## src/rtl/wc2d_pkg.sv

```systemverilog
package wc2d_pkg;

   localparam int MaxWidth  = 1024;
   localparam int Channels  = 3;
   localparam int MaxRadius = 2;
   localparam int Win       = 2 * MaxRadius + 1;
   localparam int Lines     = 2 * MaxRadius;
   localparam int ColW      = $clog2(MaxWidth);
   localparam int ChW       = 2;
   localparam int RowW      = 3;
   localparam int AddrW     = $clog2(MaxWidth * Channels);
   localparam int TapW      = 3;
   localparam int SumW      = 32;

   // Register indexes.
   localparam logic [2:0] RegWidth  = 3'd0;
   localparam logic [2:0] RegRadius = 3'd1;
   localparam logic [2:0] RegScale  = 3'd2;
   localparam logic [2:0] RegCoef0  = 3'd3;

   // Controller to datapath commands.
   typedef struct packed {
      logic             take;      // latch sample, read line stores
      logic             shift;     // update lines and window
      logic             clear_acc;
      logic             mac;       // one tap step
      logic             scale;     // multiply by scale
      logic             finish;    // truncate and load output
      logic [TapW-1:0]  tap_row;   // kernel row of the current tap
      logic [TapW-1:0]  tap_col;   // kernel column of the current tap
   } cmd_type;

   typedef struct packed {
      logic emit;       // current sample yields a result
      logic out_full;
   } stat_type;

endpackage

```

## src/rtl/wc2d_ctrl.sv

```systemverilog
module wc2d_ctrl (
   input  logic               clock,
   input  logic               reset,
   input  logic               in_fire,
   output logic               in_ready,
   input  wc2d_pkg::stat_type stat,
   output wc2d_pkg::cmd_type  cmd
);
   import wc2d_pkg::*;

   localparam logic [2:0] SIdle  = 3'd0;
   localparam logic [2:0] SShift = 3'd1;
   localparam logic [2:0] SMac   = 3'd2;
   localparam logic [2:0] SScale = 3'd3;
   localparam logic [2:0] SWait  = 3'd4;

   logic [2:0] state_ff, state_in;
   logic [TapW-1:0] tap_row_ff, tap_row_in;
   logic [TapW-1:0] tap_col_ff, tap_col_in;

   // Sequencer: shift, then, if the sample yields a result, tap loop, scale, deliver.
   always_comb begin
      state_in    = state_ff;
      tap_row_in  = tap_row_ff;
      tap_col_in  = tap_col_ff;
      cmd         = '0;
      cmd.tap_row = tap_row_ff;
      cmd.tap_col = tap_col_ff;
      in_ready    = (state_ff == SIdle);
      unique case (state_ff)
         SIdle: if (in_fire) begin
            cmd.take = 1'b1; state_in = SShift;
         end
         SShift: begin
            cmd.shift = 1'b1; cmd.clear_acc = 1'b1;
            tap_row_in = '0; tap_col_in = '0;
            state_in = stat.emit ? SMac : SIdle;
         end
         SMac: begin
            cmd.mac = 1'b1;
            // Walk the window row by row, column by column.
            if (tap_col_ff == TapW'(Win - 1)) begin
               tap_col_in = '0;
               tap_row_in = tap_row_ff + 1'b1;
               if (tap_row_ff == TapW'(Win - 1)) state_in = SScale;
            end else tap_col_in = tap_col_ff + 1'b1;
         end
         SScale: begin
            cmd.scale = 1'b1; state_in = SWait;
         end
         SWait: if (!stat.out_full) begin
            cmd.finish = 1'b1; state_in = SIdle;
         end
         default: state_in = SIdle;
      endcase
   end

   always_ff @(posedge clock) begin
      if (reset) begin
         state_ff <= SIdle; tap_row_ff <= '0; tap_col_ff <= '0;
      end else begin
         state_ff <= state_in; tap_row_ff <= tap_row_in; tap_col_ff <= tap_col_in;
      end
   end
endmodule

```

## config.mk

```make
export PLATFORM = sky130hd
export DESIGN_NAME = wc2d_ctrl
export DESIGN_NICKNAME = d
export VERILOG_FILES = /design/src/rtl/wc2d_pkg.sv /design/src/rtl/wc2d_ctrl.sv
export SDC_FILE = /design/constraint.sdc
export NUM_CORES = 1
export LEC_CHECK = 0
export BUFFER_PORTS_ARGS = -buffer_cell sky130_fd_sc_hd__buf_2
export CAP_MARGIN = 10
export CORE_MARGIN = 3
export CORE_UTILIZATION = 44
export DETAILED_ROUTE_END_ITERATION = 10
export GPL_TIMING_DRIVEN = 0
export PLACE_DENSITY = 0.72
export SLEW_MARGIN = 20
export SYNTH_ARGS = -nofsm -noshare
export SYNTH_HDL_FRONTEND = slang
export SYNTH_SLANG_ARGS = --single-unit
```

## constraint.sdc

```tcl
create_clock -name clock -period 1.4 [get_ports clock]
set_input_delay 0.14 -clock clock [delete_from_list [all_inputs] [get_ports clock]]
set_output_delay 0.14 -clock clock [all_outputs]
set_load 0.01 [all_outputs]
```

# Word level (Yosys, flattened, before mapping)
# Index checks and enable logic that the tools add are counted.
[word_totals]
reg_bits = 9
in_bits = 5
wordCells = 36
[op_classes]
addsub = 2
n_eq_ne = 10
n_mux = 17
n_reduce_logical = 4
[ops]
columns = ["operator", "n"]
rows = [
  ["3-bit 2-to-1 mux", 6],
  ["3-bit case mux with 5 select lines", 1],
  ["3-bit case mux with 2 select lines", 2],
  ["3-bit == test (second input constant)", 3],
  ["2-bit != test (second input constant)", 4],
  ["3-bit by 1-bit adder with 3-bit output (second input constant)", 2],
  ["3-bit by 2-bit == test with 1-bit output (second input constant)", 2],
  ["1-bit 2-to-1 mux", 6],
  ["2-bit 2-to-1 mux", 2],
  ["4-bit AND reduction", 1],
  ["3-bit by 1-bit == test with 1-bit output (second input constant)", 1],
  ["3-bit zero test", 1],
  ["2-bit AND reduction", 1],
  ["2-bit nonzero test", 1],
]

# Depth between registers and ports, before layout
# Gate-level depths: netlist (run 1).
[depth]
word_depth = 4
mapped_depth = 6
ltp_nobuf = 5

# Worst setup path before layout (run 1)
# Ideal clock, no wire load.
[synth_path]
kind = "reg-to-reg"
start = "register tap_col_ff[0]"
end = "register tap_row_ff[0]"
setup_ns = 0.059
arrival_ns = 1.423
required_ns = 1.341
slack_ns = -0.083
path_stages_with_launch = 7
path_buffers = 1
cell_sequence = "dfxtp_1 -> inv_1 -> ha_1 -> and2_4 -> buf_6 -> a2111oi_1 -> a31o_1"
[synth_between]
elab_chain_len = 3
[synth_lines]
columns = ["item", "line_no", "source"]
rows = [
  ["from (decl)", "wc2d_ctrl.sv:19", "logic [TapW-1:0] tap_col_ff, tap_col_in;"],
  ["from (signal assigned)", "wc2d_ctrl.sv:62", "state_ff <= state_in; tap_row_ff <= tap_row_in; tap_col_ff <= tap_col_in;"],
  ["3-bit == test", "wc2d_ctrl.sv:42", "if (tap_col_ff == TapW'(Win - 1)) begin"],
  ["2-bit != test (no line)", "-", ""],
  ["2-bit AND reduction (no line)", "-", ""],
  ["to (signal assigned)", "wc2d_ctrl.sv:62", ""],
  ["to (decl)", "wc2d_ctrl.sv:18", "logic [TapW-1:0] tap_row_ff, tap_row_in;"],
]
# No other way between the ends.
# A chain may end at the register's enable or synchronous reset.

# Worst setup path in the final report (run 1)
# Same ends and word-level chain as after synthesis.

==> results of run 1 <==
-- state kept, by name (all words and copies together) (netlist names) --
| signal | flops |
|---|---|
| state_ff | 3 |
| tap_col_ff | 3 |
| tap_row_ff | 3 |
-- placed cells by master (no fill, tap or decap), types with 4 or more instances in the layout --
cell	Yosys	final
ha_1	4	4
buf_2	1	17
inv_1	5	5
nand2b_1	4	4
nor2_1	5	4
buf_4	2	5
dfxtp_1	9	5
-- synthesized netlist by cell type --
master     instances
a2111oi_1          2
a2111oi_2          1
a211oi_1           1
a21o_1             2
a21oi_1            3
a31o_1             1
a32oi_1            1
a41o_1             1
and2_1             3
and2_4             1
buf_2              1
buf_4              2
buf_6              2
clkbuf_1           1
dfxtp_1            9
ha_1               4
inv_1              5
mux2_4             1
nand2_1            2
nand2b_1           4
nand3_2            1
nand3b_1           1
nand4_1            1
nor2_1             5
nor2b_1            1
nor3_1             2
nor3b_1            1
nor3b_4            2
nor4b_1            1
nor4bb_1           1
o211ai_1           1
o21ai_0            1
o31ai_1            1
o41ai_1            1
-- cell families (layout without fill, tap and decap cells) --
family	count (synthesis)	in the layout
buffers and inverters	11	36
flip-flops	9	9
AO/OA/AOI/OAI	16	16
AND/OR/NAND/NOR	26	26
multiplexers	1	1
adder cells (fa/ha/maj)	4	4
-- power breakdown --
part / internal, uW / leakage [uW] / switching (uW)
Combinational: 57.4 / 0.000299 / 62.7
Sequential: 260 / 0.0000753 / 8.79
Clock: 110 / 0.0000150 / 88.6
-- per-layer routing --
layer	vias up	share of wire [%]	track usage [%]
met2	16	48	25.87
met3	2	5.8	7.469
met1	258	46	19.11
met5	-	0	0
li1	294	-	-
met4	0	0.57	3.614
-- path summary, 6_finish.rpt --
check                              from                         end  slack, ns  depth (start not counted)
max          tap_col_ff[0]$_SDFFE_PP0P_  tap_row_ff[0]$_SDFFE_PP0P_       0.02                          6
min reg2reg  tap_col_ff[2]$_SDFFE_PP0P_  tap_col_ff[2]$_SDFFE_PP0P_       0.52                          2
min                             stat[1]    state_ff[1]$_SDFFE_PP0P_       0.17                          3
max reg2reg  tap_col_ff[0]$_SDFFE_PP0P_  tap_row_ff[0]$_SDFFE_PP0P_       0.02                          6
-- repair_timing --
item,in CTS,in global routing
gates resized for setup,6,9
setup endpoints to repair,8,7
hold buffers,0,0
hold endpoints to repair,0,0
pin swaps,1,3
buffers inserted,4,1
-- layout make-up --
type	count	area share (%)
tap	14	2.023
timing repair buffer	22	14.16
buffer	5	6.069
clock buffer	4	3.035
sequential	9	21.97
multi-input combinational	47	50.58
inverter	5	2.168
-- metrics by stage --
step	area (um2)	std cells	utilization (%)	setup TNS (ns)	hold WS [ns]
after floorplan	634.4	67	-	0	0.3095
after global placement	737.0	98	60.60	0	0.4246
after detailed placement	737.0	98	60.60	-0.08223	0.4381
after CTS	818.3	106	67.28	-0.006078	0.1583
after global routing	865.8	106	71.19	-0.05796	0.1768
final	865.8	106	71.19	0	0.1680
-- worst max-delay path: stages (launching register included) --
cell and delay [ns]:
dfxtp_2 0.32, inv_1 0.04, ha_1 0.20, and2_4 0.16, buf_6 0.13, a2111oi_4 0.33, a31o_1 0.14
==> out/results.tsv, run 1 <==
stage	metric	value	unit
detailed_routing	drt_pass1_iterations	4	
detailed_routing	avgRoutedWirePerCell	13.22	um
sta	worst_pin_slew	0.5224	ns
worst_setup_path	critPathKind	flop to flop	
global_routing	grt_max_degree	11	
logic_synthesis	yosys_warnings	0	
global_routing	antenna_found_initial	0	
sta	setup_slack	0.02152	ns
clock_tree	numCtsBuffers	3	
detailed_routing	ant_nets	0	
worst_setup_path	cp_max_fo	7	
sta	setup_violations	0	
logic_synthesis	synth_cell_type_count	34	
clock_tree	htreeDepth	1	
logic_synthesis	synth-simple-area-share	29.38	%
sta	skew	0.009540	ns
sta	slew_headroom	65.18	%
die	fp-row-count	12	
worst_setup_path	worstPathArrival	1.58	ns
sta	hold_violations	0	
logic_synthesis	synth_adder_area_share	8.048	%
logic_synthesis	syn_inst	67	
die	die_area	0.001901	mm2
logic_synthesis	muxShareOfSynthArea	2.414	%
global_routing	grt_usage	15.98	%
detailed_routing	vias	570	
layout	multiInputGateArea	437.9	um2
detailed_routing	viasPerCell	5.377	
flow_run	cap_violations	0	
detailed_routing	drc	0	
sta	rsz0062_at_grt	yes	
logic_synthesis	synth_seq_cells	9	
power	p_total	586.9	uW
clock_tree	cts_tree	built	
logic_synthesis	syn_nets	76	
layout	diodes	0	
placement	port_buffers	17	
placement	pre_cts_ws	-0.05526	ns
global_routing	overflow	0	
layout	fillers	100	
clock_tree	cts_max_path_buffers	2	
logic_synthesis	syn_area	621.8	um2
placement	gp_congestion	0.6954	
clock_tree	clk_pin_slew	0.06	ns
sta	timing.final.crit_share	98.46	%
layout	area.growth.synth_to_final	39.24	%
sta	fmax	725.4	MHz
worst_setup_path	crit_path_start_kind	flop	
logic_synthesis	synth.top_cell.area_share	28.97	%
layout	drive_gt1_share	47.83	%
worst_setup_path	cp.required	1.60	ns
worst_setup_path	end_kind	flop	
logic_synthesis	synth_compound_area_share	20.72	%
die	die_w	43.60	um
global_routing	grt_pass1_vias	505	
power	ir_worst_vdd	0.5929	mV
worst_hold_path	hold_class	input port to flop	
logic_synthesis	yosys.area.top_type	dfxtp_1	
outcome	status	completed	
power	power_density	677.8	mW/mm2
die	die_h	43.60	um
logic_synthesis	yosysSeqAreaShare	28.97	%
logic_synthesis	avgSynthCellArea	9.281	um2
placement	dp_hpwl	989.1	um
logic_synthesis	synth_area_leaders	dfxtp_1 29%, ha_1 8.0%, nor3b_4 6.0%	
global_routing	grt_pass1_wl	2.242	mm
logic_synthesis	synth_xor_area_share	0	%
layout	nets	102	
die	initial_core_util	51.13	%
sta	period_needed	1.378	ns
clock_tree	clock-sinks	9	
detailed_routing	drtIter0Drc	5	
logic_synthesis	synth_top_family_by_area	simple AND/OR/NAND/NOR gates	
clock_tree	cts-root-buf	clkbuf_4	
layout	seq_area	190.2	um2
sta	slew_viol_final	0	
clock_tree	clkLatencyLatePin	0.26	ns
power	p_leak	0.0003895	uW
die	ios	18	
die	coreArea	0.001216	mm2
detailed_routing	wl	1.401	mm
No activity file was read; power rests on OpenSTA's default activity.
==> inputs of run 2 (changes only) <==
--- a/config.mk
+++ b/config.mk
@@ -12,6 +12,7 @@
 export DETAILED_ROUTE_END_ITERATION = 10
 export GPL_TIMING_DRIVEN = 0
 export PLACE_DENSITY = 0.72
+export SETUP_SLACK_MARGIN = 0.2
 export SLEW_MARGIN = 20
 export SYNTH_ARGS = -nofsm -noshare
 export SYNTH_HDL_FRONTEND = slang
==> out/results.tsv, run 2 (synthesis gave the netlist of run 1 again) <==
stage	metric	value	unit	change
outcome	status	finished with violations		
outcome	violations	negative setup slack		
die	ios	18		unchanged
placement	gp_congestion	0.6878		-1.1%
worst_hold_path	hold_start	stat[1]		
worst_hold_path	min_to	state_ff[1]$_SDFFE_PP0P_		
die	die_w	43.60	um	unchanged
power	ir_worst_vdd	0.5433	mV	-8.4%
clock_tree	cts_tree	built		
sta	timing.hold.ws	0.1695	ns	+0.001433 ns
sta	totalNegativeSetupSlack	-0.1163	ns	-0.1163 ns
die	fp-row-count	12		unchanged
clock_tree	clkLatencyLatePin	0.27	ns	about the same
clock_tree	clock-sinks	9		unchanged
global_routing	grt_usage	23.36	%	+7.4 points
detailed_routing	viasPerCell	6.031		+12%
worst_setup_path	cp.required	1.54	ns	-0.06 ns
clock_tree	cts_max_path_buffers	2		unchanged
worst_setup_path	ff2ff_path_depth	6		unchanged
detailed_routing	drt_pass1_iterations	4		unchanged
sta	slew_headroom	62.48	%	-2.7 points
placement	pre_cts_ws	0.006970	ns	+0.06223 ns
flow_run	cap_violations	0		unchanged
power	p_leak	0.0005165	uW	+33%
sta	setup_violations	2		+2
clock_tree	numCtsBuffers	3		unchanged
sta	slew_viol_final	0		unchanged
die	initial_core_util	51.13	%	unchanged
detailed_routing	ant_nets	0		unchanged
worst_setup_path	worstPathArrival	1.60	ns	+0.02 ns
layout	diodes	0		unchanged
detailed_routing	drc	0		unchanged
detailed_routing	wl	2.931	mm	+110%
sta	setup_slack	-0.06283	ns	-0.08435 ns
sta	period_needed	1.463	ns	+0.08435 ns
layout	fin_util	95.88	%	+25 points
sta	fmax	683.6	MHz	-5.8%
power	p_total	701.7	uW	+20%
global_routing	grt_pass1_vias	709		+40%
sta	skew	0.0005587	ns	-0.008981 ns
global_routing	antenna_found_initial	0		unchanged
layout	area.growth.synth_to_final	87.53	%	
sta	worst_pin_slew	0.5628	ns	+0.04043 ns
global_routing	overflow	0		unchanged
die	die_area	0.001901	mm2	unchanged
global_routing	grt_pass1_wl	3.339	mm	+49%
sta	timing.final.crit_share	104.5	%	+6.0 points
worst_setup_path	worst-r2r-setup-slack	-0.06	ns	-0.08 ns
placement	port_buffers	17		unchanged
layout	largest_registers	state_ff: 3 flops, tap_col_ff: 3 flops, tap_row_ff: 3 flops		
worst_setup_path	regToRegEndpoint	state_ff[0]$_SDFFE_PP0P_		
die	die_h	43.60	um	unchanged
die	coreArea	0.001216	mm2	unchanged
clock_tree	clk_pin_slew	0.07	ns	about the same
layout	drive_gt1_share	69.91	%	+22 points
worst_setup_path	crit_path_start_kind	flop		
sta	hold_violations	0		unchanged
placement	dp_hpwl	1.145	mm	+16%
global_routing	grt_max_degree	11		unchanged
layout	final_cell_mix	16 x buf_4, 15 x buf_6, 15 x buf_2		
layout	nets	123		+21%
clock_tree	htreeDepth	1		unchanged
sta	rsz0062_at_grt	yes		
detailed_routing	avgRoutedWirePerCell	23.08	um	+75%
worst_setup_path	rr_startpoint	tap_col_ff[0]$_SDFFE_PP0P_		
layout	final_common_cell	buf_4		
worst_setup_path	cp_max_fo	6		-1
worst_setup_path	critPathKind	flop to flop		
worst_hold_path	min_path_cells	3		unchanged
power	power_density	601.7	mW/mm2	-11%
worst_hold_path	hold_class	input port to flop		
clock_tree	cts-root-buf	clkbuf_4		
detailed_routing	vias	766		+34%
detailed_routing	drtIter0Drc	18		+13
worst_setup_path	end_kind	flop		
run 2: area by class of cell:
type,count,area [um2]
Sequential cell,9,196.4
Fill cell,30,50.05
Multi-Input combinational cell,47,519.2
Inverter,5,23.77
Clock buffer,4,26.28
Tap cell,14,17.52
Buffer,6,60.06
Timing Repair Buffer,42,322.8
run 2: worst max-delay path, cell delays in order (launching register included):
cell       delay (ns)
dfxtp_4          0.36
inv_4            0.05
ha_4             0.13
and2_4           0.15
buf_6            0.13
nand4_1          0.13
a2111oi_2        0.38
run 2: report_power, final:
group / total [uW] / switching [uW] / internal, uW / leakage [uW]
registers: 266 / 9.40 / 257 / 0.0000763
logic: 215 / 103 / 113 / 0.000425
clock network: 220 / 110 / 110 / 0.0000150
total: 702 / 222 / 480 / 0.000517
run 2: through the flow:
step	instances	cell area, um2
2_1_floorplan	67	678.2
3_3_place_gp	98	780.7
3_5_place_dp	98	780.7
4_1_cts	119	1017
5_1_grt	127	1166
6_report	127	1166
run 2: layer usage:
layer	wire (um)	track usage [%]	vias to the layer above	share of wire, %
met2	1435	40.12	52	49
met3	250	2.490	14	8.5
li1	-	-	332	-
met5	0	0	-	0
met4	123	7.229	0	4.2
met1	1123	30.20	368	38
run 2: repair_timing:
| item | 4_1_cts | 5_1_grt |
|---|---|---|
| hold buffers | 0 | 0 |
| endpoints found under the hold margin | 0 | 0 |
| resized for setup | 22 | 18 |
| setup endpoints to repair | 14 | 15 |
| buffers inserted | 17 | 8 |
| pin swaps | 7 | 9 |
run 2: worst max-delay path by stage:
| stage | from | end | slack (ns) | cells past startpoint |
|---|---|---|---|---|
| 2_1_floorplan | state_ff[2]$_SDFFE_PP0P_ | tap_row_ff[2]$_SDFFE_PP0P_ | 0.08 | 4 |
| 3_3_place_gp | state_ff[0]$_SDFFE_PP0P_ | tap_row_ff[2]$_SDFFE_PP0P_ | 0.02 | 3 |
| 3_5_place_dp | state_ff[0]$_SDFFE_PP0P_ | tap_row_ff[2]$_SDFFE_PP0P_ | 0.007 | 3 |
| 4_1_cts | tap_col_ff[1]$_SDFFE_PP0P_ | state_ff[0]$_SDFFE_PP0P_ | 0.04 | 6 |
| 5_1_grt | state_ff[2]$_SDFFE_PP0P_ | cmd[10] | -0.11 | 4 |
| 6_report | tap_col_ff[0]$_SDFFE_PP0P_ | state_ff[0]$_SDFFE_PP0P_ | -0.06 | 6 |
